===== config.mk =====
export PLATFORM = sky130hd
export DESIGN_NAME = png_chunk_stream_parser_core
export DESIGN_NICKNAME = d
export VERILOG_FILES = /design/src/design/pcsp_pkg.sv /design/src/design/pcsp_step.sv /design/src/design/png_chunk_stream_parser_core.sv
export SDC_FILE = /design/constraint.sdc
export NUM_CORES = 1
export LEC_CHECK = 0
export ABC_CLOCK_PERIOD_IN_PS = 8900
export BUFFER_PORTS_ARGS = -buffer_cell sky130_fd_sc_hd__buf_2
export CAP_MARGIN = 25
export CORE_ASPECT_RATIO = 1.1
export CORE_MARGIN = 1.5
export CORE_UTILIZATION = 50
export DETAILED_ROUTE_END_ITERATION = 16
export HOLD_SLACK_MARGIN = 0.03
export PLACE_DENSITY = 0.79
export SLEW_MARGIN = 20
export SYNTH_ARGS = -nofsm -noshare
export SYNTH_HDL_FRONTEND = slang
export SYNTH_HIERARCHICAL = 1
export SYNTH_SLANG_ARGS = --single-unit

===== constraint.sdc =====
create_clock -name clk_i -period 8.9 [get_ports clk_i]
set_input_delay 1.78 -clock clk_i [delete_from_list [all_inputs] [get_ports clk_i]]
set_output_delay 1.78 -clock clk_i [all_outputs]
set_load 0.01 [all_outputs]

===== src/design/pcsp_pkg.sv =====
// ----------------------------------------------------------------------------
// pcsp_pkg
// Types, codes and tables shared by the PNG chunk stream parser.
// ----------------------------------------------------------------------------
package pcsp_pkg;

  // Byte kind codes
  localparam logic [3:0] KIND_SIG    = 4'd0;
  localparam logic [3:0] KIND_LEN    = 4'd1;
  localparam logic [3:0] KIND_TYPE   = 4'd2;
  localparam logic [3:0] KIND_KEY    = 4'd3;
  localparam logic [3:0] KIND_SEP    = 4'd4;
  localparam logic [3:0] KIND_TEXT   = 4'd5;
  localparam logic [3:0] KIND_METHOD = 4'd6;
  localparam logic [3:0] KIND_ZDATA  = 4'd7;
  localparam logic [3:0] KIND_TIME   = 4'd8;
  localparam logic [3:0] KIND_SKIP   = 4'd9;
  localparam logic [3:0] KIND_CRC    = 4'd10;
  localparam logic [3:0] KIND_NONE   = 4'd11;

  // Chunk class codes
  localparam logic [2:0] CLS_OTHER = 3'd0;
  localparam logic [2:0] CLS_TEXT  = 3'd1;
  localparam logic [2:0] CLS_ZTXT  = 3'd2;
  localparam logic [2:0] CLS_TIME  = 3'd3;
  localparam logic [2:0] CLS_IEND  = 3'd4;

  // Run status codes
  localparam logic [1:0] STAT_RUN  = 2'd0;
  localparam logic [1:0] STAT_DONE = 2'd1;
  localparam logic [1:0] STAT_ERR  = 2'd2;

  // Chunk type words, big-endian
  localparam logic [31:0] TYPE_TEXT = 32'h7445_5874;
  localparam logic [31:0] TYPE_ZTXT = 32'h7A54_5874;
  localparam logic [31:0] TYPE_TIME = 32'h7449_4D45;
  localparam logic [31:0] TYPE_IEND = 32'h4945_4E44;

  localparam logic [31:0] SIG_LEN       = 32'd8;
  localparam logic [31:0] FIELD_LEN     = 32'd4;
  localparam logic [31:0] TIME_LEN      = 32'd7;
  localparam logic [31:0] TIME_BUF_LAST = 32'd6;

  typedef enum logic [3:0] {
    PH_SIG, PH_LEN, PH_TYPE, PH_TKEY, PH_TVAL, PH_ZKEY, PH_ZMETH,
    PH_ZDATA, PH_TIME, PH_SKIP, PH_CRC, PH_HALT
  } phase_e;

  typedef struct packed {
    logic [7:0] byte_value;
    logic       end_of_input;
  } in_item_t;

  typedef struct packed {
    logic [3:0]  byte_kind;
    logic [7:0]  data_out;
    logic [2:0]  chunk_class;
    logic [1:0]  status;
    logic        time_valid;
    logic [15:0] year;
    logic [7:0]  month;
    logic [7:0]  day;
    logic [7:0]  hour;
    logic [7:0]  minute;
    logic [7:0]  second;
  } out_item_t;

  // Parser state carried between items
  typedef struct packed {
    phase_e      phase;
    logic [31:0] phase_count;
    logic [31:0] chunk_length;
    logic [31:0] type_shift;
    logic [2:0]  current_class;
    logic [47:0] time_buffer;
    logic [1:0]  run_status;
  } pstate_t;

  // PNG file signature
  function automatic logic [7:0] sig_byte(input logic [2:0] idx);
    logic [7:0] v;
    case (idx)
      3'd0:    v = 8'h89;
      3'd1:    v = 8'h50;
      3'd2:    v = 8'h4e;
      3'd3:    v = 8'h47;
      3'd4:    v = 8'h0d;
      3'd5:    v = 8'h0a;
      3'd6:    v = 8'h1a;
      default: v = 8'h0a;
    endcase
    return v;
  endfunction

endpackage


===== src/design/pcsp_step.sv =====
// ----------------------------------------------------------------------------
// pcsp_step
// Next-state and result logic for one byte of the chunk stream.
// ----------------------------------------------------------------------------
module pcsp_step (
  input  pcsp_pkg::pstate_t   cur_i,
  input  pcsp_pkg::in_item_t  item_i,
  output pcsp_pkg::pstate_t   nxt_o,
  output pcsp_pkg::out_item_t res_o
);
  import pcsp_pkg::*;

  logic [7:0]  b;
  logic [31:0] cnt_inc;
  logic [31:0] cnt_dec;
  logic [31:0] type_new;

  assign b        = item_i.byte_value;
  assign cnt_inc  = cur_i.phase_count + 32'd1;
  assign cnt_dec  = cur_i.phase_count - 32'd1;
  assign type_new = {cur_i.type_shift[23:0], b};

  // Phase walk
  always_comb begin
    nxt_o = cur_i;
    res_o = '0;
    res_o.byte_kind = KIND_NONE;
    if (cur_i.run_status != STAT_RUN || cur_i.phase == PH_HALT) begin
      // halted: nothing consumed
    end else if (item_i.end_of_input) begin
      nxt_o.run_status = STAT_ERR;
      nxt_o.phase      = PH_HALT;
    end else begin
      res_o.data_out = b;
      case (cur_i.phase)
        PH_SIG: begin
          res_o.byte_kind = KIND_SIG;
          if (b != sig_byte(cur_i.phase_count[2:0])) begin
            nxt_o.run_status = STAT_ERR;
            nxt_o.phase      = PH_HALT;
          end else begin
            nxt_o.phase_count = cnt_inc;
            if (cnt_inc >= SIG_LEN) begin
              nxt_o.phase        = PH_LEN;
              nxt_o.phase_count  = '0;
              nxt_o.chunk_length = '0;
            end
          end
        end
        PH_LEN: begin
          res_o.byte_kind    = KIND_LEN;
          nxt_o.chunk_length = {cur_i.chunk_length[23:0], b};
          nxt_o.phase_count  = cnt_inc;
          if (cnt_inc >= FIELD_LEN) begin
            nxt_o.phase       = PH_TYPE;
            nxt_o.phase_count = '0;
            nxt_o.type_shift  = '0;
          end
        end
        PH_TYPE: begin
          res_o.byte_kind   = KIND_TYPE;
          nxt_o.type_shift  = type_new;
          nxt_o.phase_count = cnt_inc;
          if (cnt_inc >= FIELD_LEN) begin
            // fourth type byte: classify and check the length
            nxt_o.phase_count = cur_i.chunk_length;
            if (type_new == TYPE_TEXT) begin
              nxt_o.current_class = CLS_TEXT;
              if (cur_i.chunk_length == '0) begin
                nxt_o.run_status = STAT_ERR;
                nxt_o.phase      = PH_HALT;
              end else begin
                nxt_o.phase = PH_TKEY;
              end
            end else if (type_new == TYPE_ZTXT) begin
              nxt_o.current_class = CLS_ZTXT;
              if (cur_i.chunk_length < 32'd2) begin
                nxt_o.run_status = STAT_ERR;
                nxt_o.phase      = PH_HALT;
              end else begin
                nxt_o.phase = PH_ZKEY;
              end
            end else if (type_new == TYPE_TIME) begin
              nxt_o.current_class = CLS_TIME;
              nxt_o.phase_count   = '0;
              nxt_o.time_buffer   = '0;
              if (cur_i.chunk_length != TIME_LEN) begin
                nxt_o.run_status = STAT_ERR;
                nxt_o.phase      = PH_HALT;
              end else begin
                nxt_o.phase = PH_TIME;
              end
            end else if (type_new == TYPE_IEND) begin
              nxt_o.current_class = CLS_IEND;
              nxt_o.run_status    = STAT_DONE;
              nxt_o.phase         = PH_HALT;
            end else begin
              nxt_o.current_class = CLS_OTHER;
              if (cur_i.chunk_length == '0) begin
                nxt_o.phase       = PH_CRC;
                nxt_o.phase_count = '0;
              end else begin
                nxt_o.phase = PH_SKIP;
              end
            end
          end
        end
        PH_TKEY, PH_ZKEY: begin
          nxt_o.phase_count = cnt_dec;
          if (b == 8'd0) begin
            res_o.byte_kind = KIND_SEP;
            if (cur_i.phase == PH_ZKEY) begin
              nxt_o.phase = PH_ZMETH;
            end else if (cnt_dec == '0) begin
              nxt_o.phase       = PH_CRC;
              nxt_o.phase_count = '0;
            end else begin
              nxt_o.phase = PH_TVAL;
            end
          end else begin
            res_o.byte_kind = KIND_KEY;
            // key must leave room for its terminator (and method for zTXt)
            if ((cur_i.phase == PH_ZKEY) ? (cnt_dec < 32'd2) : (cnt_dec == '0)) begin
              nxt_o.run_status = STAT_ERR;
              nxt_o.phase      = PH_HALT;
            end
          end
        end
        PH_ZMETH: begin
          res_o.byte_kind   = KIND_METHOD;
          nxt_o.phase_count = cnt_dec;
          if (b != 8'd0) begin
            nxt_o.run_status = STAT_ERR;
            nxt_o.phase      = PH_HALT;
          end else if (cnt_dec == '0) begin
            nxt_o.phase       = PH_CRC;
            nxt_o.phase_count = '0;
          end else begin
            nxt_o.phase = PH_ZDATA;
          end
        end
        PH_TVAL, PH_ZDATA, PH_SKIP: begin
          res_o.byte_kind = (cur_i.phase == PH_TVAL)  ? KIND_TEXT  :
                            (cur_i.phase == PH_ZDATA) ? KIND_ZDATA : KIND_SKIP;
          nxt_o.phase_count = cnt_dec;
          if (cnt_dec == '0) begin
            nxt_o.phase       = PH_CRC;
            nxt_o.phase_count = '0;
          end
        end
        PH_TIME: begin
          res_o.byte_kind = KIND_TIME;
          if (cur_i.phase_count >= TIME_BUF_LAST) begin
            res_o.time_valid  = 1'b1;
            res_o.year        = cur_i.time_buffer[47:32];
            res_o.month       = cur_i.time_buffer[31:24];
            res_o.day         = cur_i.time_buffer[23:16];
            res_o.hour        = cur_i.time_buffer[15:8];
            res_o.minute      = cur_i.time_buffer[7:0];
            res_o.second      = b;
            nxt_o.phase       = PH_CRC;
            nxt_o.phase_count = '0;
          end else begin
            nxt_o.time_buffer = {cur_i.time_buffer[39:0], b};
            nxt_o.phase_count = cnt_inc;
          end
        end
        PH_CRC: begin
          res_o.byte_kind   = KIND_CRC;
          nxt_o.phase_count = cnt_inc;
          if (cnt_inc >= FIELD_LEN) begin
            nxt_o.phase         = PH_LEN;
            nxt_o.phase_count   = '0;
            nxt_o.chunk_length  = '0;
            nxt_o.current_class = CLS_OTHER;
          end
        end
        default: begin
          nxt_o.run_status = STAT_ERR;
          nxt_o.phase      = PH_HALT;
        end
      endcase
    end
    res_o.chunk_class = nxt_o.current_class;
    res_o.status      = nxt_o.run_status;
  end

endmodule


===== src/design/png_chunk_stream_parser_core.sv =====
// ----------------------------------------------------------------------------
// png_chunk_stream_parser_core
// Byte-wise PNG chunk walker: tags each byte, extracts tIME, halts on error.
// ----------------------------------------------------------------------------
// Path: an accepted item goes through the input register, then the step logic
//   into the result register; output back-pressure can hold it in between.
// Throughput: one item per cycle, limited only by output back-pressure.
// Reset (rst_ni low, asynchronous): both stages empty, parser back in the
//   signature phase with status running. No clearing pass.
module png_chunk_stream_parser_core (
  input  logic                clk_i,
  input  logic                rst_ni,
  input  logic                in_valid_i,
  output logic                in_ready_o,
  input  pcsp_pkg::in_item_t  in_item_i,
  output logic                out_valid_o,
  input  logic                out_ready_i,
  output pcsp_pkg::out_item_t out_item_o
);
  import pcsp_pkg::*;

  logic      in_valid_q;
  in_item_t  in_q;
  logic      out_valid_q;
  out_item_t out_q;
  pstate_t   state_q;
  pstate_t   state_d;
  out_item_t res_d;
  logic      out_free;
  logic      advance;

  // Stage handshakes
  assign out_free   = !out_valid_q || out_ready_i;
  assign advance    = in_valid_q && out_free;
  assign in_ready_o = !in_valid_q || advance;

  // Input register
  always_ff @(posedge clk_i or negedge rst_ni) begin
    if (!rst_ni) begin
      in_valid_q <= 1'b0;
    end else if (in_ready_o) begin
      in_valid_q <= in_valid_i;
    end
  end

  always_ff @(posedge clk_i) begin
    if (in_ready_o && in_valid_i) begin
      in_q <= in_item_i;
    end
  end

  // Step logic
  pcsp_step u_step (
    .cur_i  (state_q),
    .item_i (in_q),
    .nxt_o  (state_d),
    .res_o  (res_d)
  );

  // Parser state, updated as each item moves to the result register
  always_ff @(posedge clk_i or negedge rst_ni) begin
    if (!rst_ni) begin
      state_q.phase         <= PH_SIG;
      state_q.phase_count   <= '0;
      state_q.chunk_length  <= '0;
      state_q.type_shift    <= '0;
      state_q.current_class <= CLS_OTHER;
      state_q.time_buffer   <= '0;
      state_q.run_status    <= STAT_RUN;
    end else if (advance) begin
      state_q <= state_d;
    end
  end

  // Result register
  always_ff @(posedge clk_i or negedge rst_ni) begin
    if (!rst_ni) begin
      out_valid_q <= 1'b0;
    end else if (out_free) begin
      out_valid_q <= in_valid_q;
    end
  end

  always_ff @(posedge clk_i) begin
    if (advance) begin
      out_q <= res_d;
    end
  end

  assign out_valid_o = out_valid_q;
  assign out_item_o  = out_q;

  // Checks
  a_halt_phase: assert property (@(posedge clk_i) disable iff (!rst_ni)
    state_q.run_status != STAT_RUN |-> state_q.phase == PH_HALT)
    else $error("halted status without halt phase");

  a_halt_sticky: assert property (@(posedge clk_i) disable iff (!rst_ni)
    state_q.run_status != STAT_RUN |=> $stable(state_q))
    else $error("state changed after halt");

  a_none_zero: assert property (@(posedge clk_i) disable iff (!rst_ni)
    out_valid_q && out_q.byte_kind == KIND_NONE |-> out_q.data_out == 8'd0)
    else $error("data on an item with no byte consumed");

  a_time_kind: assert property (@(posedge clk_i) disable iff (!rst_ni)
    out_valid_q && out_q.time_valid |-> out_q.byte_kind == KIND_TIME
      && out_q.chunk_class == CLS_TIME)
    else $error("time fields outside a tIME byte");

  a_iend_done: assert property (@(posedge clk_i) disable iff (!rst_ni)
    out_valid_q && out_q.chunk_class == CLS_IEND |-> out_q.status == STAT_DONE)
    else $error("IEND class without finished status");

endmodule


# After elaboration in Yosys (flattened, before gate mapping)
# Cells that the tools add are included.
# Widths: inputs -> output; s select.
op_classes:
  add_sub_neg: 2
  magnitude_cmp: 5
  eq_ne: 38
  mux: 74
  bitwise: 4
  n_reduce_logical: 29
ops:
  columns: ["operator", "count"]
  rows:
  - ["$mux 32", 9]
  - ["$pmux 32 s8", 1]
  - ["$mux 48", 4]
  - ["$mux 36", 4]
  - ["$mux 68", 2]
  - ["$eq 32x31->1 const B", 4]
  - ["$mux 53", 2]
  - ["$pmux 32 s3", 1]
  - ["$pmux 48 s2", 1]
  - ["$ge 32x3->1 const B", 2]
  - ["$logic_not 32->1", 2]
  - ["$lt 32x2->1 const B", 2]
  - ["$mux 4", 16]
  - ["$mux 64", 1]
  - ["$pmux 4 s8", 2]
  - ["$mux 57", 1]
  - ["$mux 51", 1]
  - ["$pmux 24 s2", 1]
  - ["$pmux 8 s6", 1]
  - ["$add 32x1->32 const B", 1]
  - ["$ge 32x4->1 const B", 1]
  - ["$ne 32x3->1 const B", 1]
  - ["$sub 32x1->32 const B", 1]
  - ["$mux 2", 14]
  - ["other kinds (35)", 77]
totals:
  ff_bits: 230
  in_bits: 13
  output_inout_bits: 76
  wordCells: 174

# Logic depth before layout (Yosys ltp)
# Gate-level depths: netlist (run 1).
depth:
  depth_word: 10
  depth_mapped: 16
  ltp_nobuf: 13

# Modules after synthesis
# Netlist (run 1), hierarchy kept.
modules_own_cells:
  columns: ["module", "instances", "cells_per_inst", "area_each_um2", "seq_area_each_um2"]
  rows:
  - ["png_chunk_stream_parser_core", 1, 414, 8515.7, 6371.1]
  - ["pcsp_step", 1, 869, 5535.3, 0.0]

# Worst setup path before layout (run 1)
# No wires, ideal clock.
synth_path:
  path_kind: "input -> output"
  from: "input out_ready_i"
  to: "output in_ready_o"
  arrival_time_ns: 1.989
  required_time_ns: 7.120
  slack_ns: 5.131
  stages: 1
  path_buffers: 0
  path_cell_list: "nand3b_1"
synth_via:
  elab_chain_len: 3
synth_lines:
  columns: ["element", "line", "rtl"]
  rows:
  - ["from (decl)", "png_chunk_stream_parser_core.sv:17", "input logic out_ready_i,"]
  - ["$logic_or 1x1->1", "png_chunk_stream_parser_core.sv:33", "assign out_free = !out_valid_q || out_ready_i;"]
  - ["$logic_and 1x1->1", "png_chunk_stream_parser_core.sv:34", "assign advance = in_valid_q && out_free;"]
  - ["$logic_or 1x1->1", "png_chunk_stream_parser_core.sv:35", "assign in_ready_o = !in_valid_q || advance;"]
  - ["to (decl)", "png_chunk_stream_parser_core.sv:14", "output logic in_ready_o,"]
# Every way passes these cells.

# Final worst setup path (run 1)
layout_path:
  from: "register state_q[123] in the netlist's numbering"
  to: "register state_q[132] in the netlist's numbering"
layout_via:
  elab_chain_len: 6
  elab_cells_between_ends: 18
  classes_between: "2 x add/sub; 3 x order compare; 12 x mux; 1 x reduce/logical"
layout_lines:
  columns: ["element", "line", "rtl"]
  rows:
  - ["from (decl)", "png_chunk_stream_parser_core.sv:26", "pstate_t state_q;"]
  - ["from (signal assigned)", "png_chunk_stream_parser_core.sv:71", "state_q <= state_d;"]
  - ["parallel branches: the longest is 5 deep, another holds $add 32x1->32", null, null]
  - ["$pmux 32 s8 *", "pcsp_step.sv:35", "case (cur_i.phase)"]
# Every way passes the cells marked *. The select of a mux whose other input is x is not followed.
# A chain may end at the register's enable or synchronous reset.

==> results.yml, run 1 <==
worst_setup_path:
  worstSetupPathType: "reg -> reg"
  crit_path_end_kind: "flip-flop"
  critical_path.most_common_cell: "nor4_2"
  rr_worst_depth: 11
  cp_max_fo: 30
  cp_top_family: "simple AND/OR/NAND/NOR gates"
  arrival_ns: 5.39
  start_kind: "flip-flop"
  max_stage_delay_ns: 0.80
  crit_chain: "nand4_1, or4_1, nor4_2, xor2_1, nor4_1, and3_1, nor4_2, o31a_4, and2_0, a221o_1, mux2_4"
  cpMaxStageDelayCell: "or4_1"
  crit_cells: 11
  cp.required_ns: 9.32
  path_buf_inv: 0
placed_design:
  gp_congestion: 0.941
  placement.io_buffers: 88
  place_worst_setup_slack_ns: 4.00
  dpl_cell_area_mm2: 0.0141
  dp_hpwl_mm: 22.5
sta:
  slew_viol_final: 0
  layout_min_cycle_time_ns: 4.97
  relSlewSlack_pct: 38.0
  timing.final.crit_share_pct: 55.8
  timing.fmax_ghz: 0.201
  timing.setup.tns_ns: 0
  rsz0062_at_grt: "false"
  tightest_slew_ns: 0.922
  layout_setup_ws_ns: 3.93
  hold_viol: 0
  worst_clock_skew_ns: 0.0159
  setup_viol: 0
cts:
  clkSlewWorstSetupHoldPaths_ns: 0.06
  numCtsBuffers: 25
  clock-sinks: 230
  cts_htree_levels: 1
  clock_path_buffers: 3
  insertion_delay_ns: 0.54
  cts_root_buf: "clkbuf_16"
  cts_setup_buffers: 0
  tritoncts: "yes"
  cts_resized: 0
  holdBufCountCts: 0
power_and_ir_drop:
  p_leak_nw: 6.18
  p_per_area_mw_per_mm2: 242
  p_total_w: 0.00360
  vdd_drop_max_mv: 0.222
final_layout:
  layout_common_cells: "147 x dfrtp_1, 104 x a22o_1, 87 x mux2_2, 87 x buf_2, 83 x edfxtp_1"
  finish.instance_area_mm2: 0.0149
  drive_gt1_share_pct: 25.0
  fin_util_pct: 55.3
  nets: 1286
  mostFrequentLayoutCell: "dfrtp_1"
  num_antenna_cells: 0
  synthToLayoutAreaGrowth_pct: 8.84
floorplanning:
  initial_core_util_pct: 50.8
  core_mm2: 0.0270
  die_h_um: 177
  ios: 89
  dieWidth_um: 161
  rows: 63
  die_area_mm2: 0.0284
grt:
  grt_overflow: 0
  grt_use_total_pct: 23.9
  grt_antenna_before_repair: 0
  grt_max_degree: 92
  grt_pass1_wl_mm: 54.8
  grt_pass1_vias: 9952
drt:
  post_drt_wl_per_cell_um: 21.0
  routed_wl_mm: 34.5
  first_pass_iters: 6
  drt_iter0_markers: 1070
  via_per_inst: 6.44
  vias: 10600
  ant_nets: 0
  drc: 0
synthesis:
  yosysWarnings: 6
  netlist_instances: 1259
  netlist_area_mm2: 0.0137
  syn-num-nets: 1278
  avgSynthCellArea_um2: 10.9
outcome:
  outcome: "complete, no violations"
min_path:
  whs_path_depth: 1
  timing.hold.worst.class: "reg -> reg"
job:
  cap_violations: 0
-- worst paths after layout --
kind,start,end,slack (ns)
max,state_q[123],state_q[132],3.93
min,state_q[50],state_q[50],0.50
max reg2reg,state_q[123],state_q[132],3.93
min reg2reg,state_q[50],state_q[50],0.50
max in group asynchronous,rst_ni,state_q[31],6.27
min in group asynchronous,rst_ni,state_q[136],1.30
-- power by group --
part | leakage (nW) | internal (W) | switching [W]
registers | 2.81 | 0.00120 | 0.000300
logic | 2.99 | 0.000487 | 0.000625
clock network | 0.384 | 0.000550 | 0.000434
-- registers in the layout (all words and copies together), names as in the netlist --
name         count
out_item_o      74
in_q             9
out_valid_o      1
in_valid_q       1
state_q        145
-- layer usage --
layer  vias to the layer above  part of all wire, %  global-route usage [%]
li1                       4778                    -                       -
met1                      5259                   43                    33.1
met2                       459                   47                    38.2
met3                        93                  7.0                    3.27
met4                         0                  3.5                    9.30
met5                         -                    0                       0
-- through the flow --
stage	hold slack [ns]	std cells
floorplan	0.449	1259
global placement	0.479	1593
detailed placement	0.490	1594
CTS	0.510	1640
global route	0.527	1643
finish	0.505	1643
-- final cells by class --
class	count	area (µm²)
inverters	16	60.1
repair buffers	102	603
flip-flops and latches	230	6170
clock inverters	13	93.8
well taps	357	447
fillers	2307	12100
multi-input cells	892	6840
clock buffers	33	686
No activity file was read; power rests on OpenSTA's default activity.
==> inputs of run 2 (changes only) <==
--- a/config.mk
+++ b/config.mk
@@ -5,7 +5,7 @@
 export SDC_FILE = /design/constraint.sdc
 export NUM_CORES = 1
 export LEC_CHECK = 0
-export ABC_CLOCK_PERIOD_IN_PS = 8900
+export ABC_CLOCK_PERIOD_IN_PS = 4350
 export BUFFER_PORTS_ARGS = -buffer_cell sky130_fd_sc_hd__buf_2
 export CAP_MARGIN = 25
 export CORE_ASPECT_RATIO = 1.1
@@ -13,7 +13,7 @@
 export CORE_UTILIZATION = 50
 export DETAILED_ROUTE_END_ITERATION = 16
 export HOLD_SLACK_MARGIN = 0.03
-export PLACE_DENSITY = 0.79
+export PLACE_DENSITY = 0.81
 export SLEW_MARGIN = 20
 export SYNTH_ARGS = -nofsm -noshare
 export SYNTH_HDL_FRONTEND = slang
==> constraint.sdc (replaced) <==
create_clock -name clk_i -period 4.35 [get_ports clk_i]
set_input_delay 0.87 -clock clk_i [delete_from_list [all_inputs] [get_ports clk_i]]
set_output_delay 0.87 -clock clk_i [all_outputs]
set_load 0.01 [all_outputs]
==> results.yml, run 2 (synthesized netlist as in run 1, its figures left out) <==
sta:
  tightest_slew_ns: 0.872
  slew_viol_final: 0
  layout_min_cycle_time_ns: 4.13
  timing.fmax_ghz: 0.242
  timing.setup.tns_ns: 0
  setup_viol: 0
  layout_setup_ws_ns: 0.221
  rsz0062_at_grt: "false"
  timing.final.crit_share_pct: 94.9
  worst_clock_skew_ns: 0.0157
  relSlewSlack_pct: 41.9
  hold_viol: 0
power_and_ir_drop:
  p_leak_nw: 6.47
  p_per_area_mw_per_mm2: 506
  vdd_drop_max_mv: 0.450
  p_total_w: 0.00779
floorplanning:
  core_mm2: 0.0270
  die_area_mm2: 0.0284
  rows: 63
  initial_core_util_pct: 50.8
  die_h_um: 177
  ios: 89
  dieWidth_um: 161
grt:
  grt_overflow: 0
  grt_pass1_vias: 10400
  grt_pass1_wl_mm: 56.9
  grt_max_degree: 87
  grt_use_total_pct: 24.9
  grt_antenna_before_repair: 0
worst_setup_path:
  crit_path_end_kind: "flip-flop"
  cp_max_fo: 9
  worstSetupPathType: "reg -> reg"
  cp.required_ns: 4.77
  start_kind: "flip-flop"
  arrival_ns: 4.55
cts:
  clkSlewWorstSetupHoldPaths_ns: 0.06
  cts_resized: 1
  clock_path_buffers: 3
  numCtsBuffers: 25
  clock-sinks: 230
  holdBufCountCts: 0
  tritoncts: "yes"
  insertion_delay_ns: 0.55
  cts_setup_buffers: 0
  cts_htree_levels: 1
  cts_root_buf: "clkbuf_16"
final_layout:
  synthToLayoutAreaGrowth_pct: 12.4
  mostFrequentLayoutCell: "dfrtp_1"
  top_register: "state_q"
  nets: 1333
  largest_reg_flops: 145
  drive_gt1_share_pct: 27.7
  num_antenna_cells: 0
  layout_common_cells: "147 x dfrtp_1, 104 x a22o_1, 87 x mux2_2, 87 x buf_2, 83 x edfxtp_1"
  stdcell_count: 1690
drt:
  ant_nets: 0
  post_drt_wl_per_cell_um: 21.2
  first_pass_iters: 5
  vias: 10800
  drc: 0
  drt_iter0_markers: 1038
  routed_wl_mm: 35.7
  via_per_inst: 6.37
placed_design:
  place_worst_setup_slack_ns: 0.0414
  placedCellCount: 1644
  placement.io_buffers: 88
  gp_congestion: 0.943
  dp_hpwl_mm: 24.1
outcome:
  outcome: "complete, no violations"
min_path:
  timing.hold.worst.class: "in -> async"
job:
  cap_violations: 0
run 2: cell types whose count changed in the layout (fill, tap and decap cells not counted), sizes merged:
cell	before	now
clkinvlp	2	1
bufinv	0	2
buf	102	149
clkinv	7	8
inv	20	18
run 2: critical path: stages, from the launching register on:
cell,delay (ns)
dfrtp_1,0.38
inv_1,0.14
ha_1,0.19
nor3b_2,0.56
nand4_1,0.21
o31ai_1,0.40
nand4_1,0.22
nor4_2,0.52
nand4_4,0.18
a21oi_4,0.16
buf_4,0.13
and2_4,0.23
buf_4,0.18
a2bb2oi_2,0.14
o211ai_1,0.10
mux2_4,0.26
run 2: layout make-up:
cell class / instances / area [µm²]
Fill cell: 2232 / 11600
Multi-Input combinational cell: 892 / 6850
Clock buffer: 33 / 717
Tap cell: 357 / 447
Timing Repair Buffer: 149 / 1000
Clock inverter: 13 / 139
Inverter: 16 / 60.1
Sequential cell: 230 / 6170
run 2: final timing paths:
check                             start      endpoint  slack [ns]  depth (start not counted)
setup / recovery           state_q[117]  state_q[134]        0.22                         15
hold / removal                   rst_ni   state_q[13]        0.37                          1
setup reg to reg           state_q[117]  state_q[134]        0.22                         15
hold reg to reg              in_valid_q   out_valid_o        0.50                          1
max in group asynchronous        rst_ni  state_q[103]        3.09                          2
min in group clk_i         in_item_i[7]       in_q[7]        0.49                          1
run 2: where the power goes:
part           switching, W  internal, W  total (W)
combinational       0.00152      0.00118    0.00270
sequential         0.000435      0.00247    0.00290
clock              0.000900      0.00129    0.00219
total               0.00285      0.00494    0.00779
run 2: stage by stage:
stage | util [%] | hold WS (ns) | cell area [µm²]
2_1_floorplan | - | 0.449 | 13700
4_1_cts | 57.1 | 0.429 | 15400
3_5_place_dp | 53.9 | 0.492 | 14500
6_report | 57.1 | 0.369 | 15400
3_3_place_gp | 53.9 | 0.471 | 14500
5_1_grt | 57.1 | 0.457 | 15400
run 2: layer usage:
metal	track usage [%]	vias to the layer above	wire [µm]
met5	0	-	0
met4	8.18	0	1030
met3	3.66	69	2630
met2	41.1	481	17100
met1	33.9	5331	15000
li1	-	4877	-
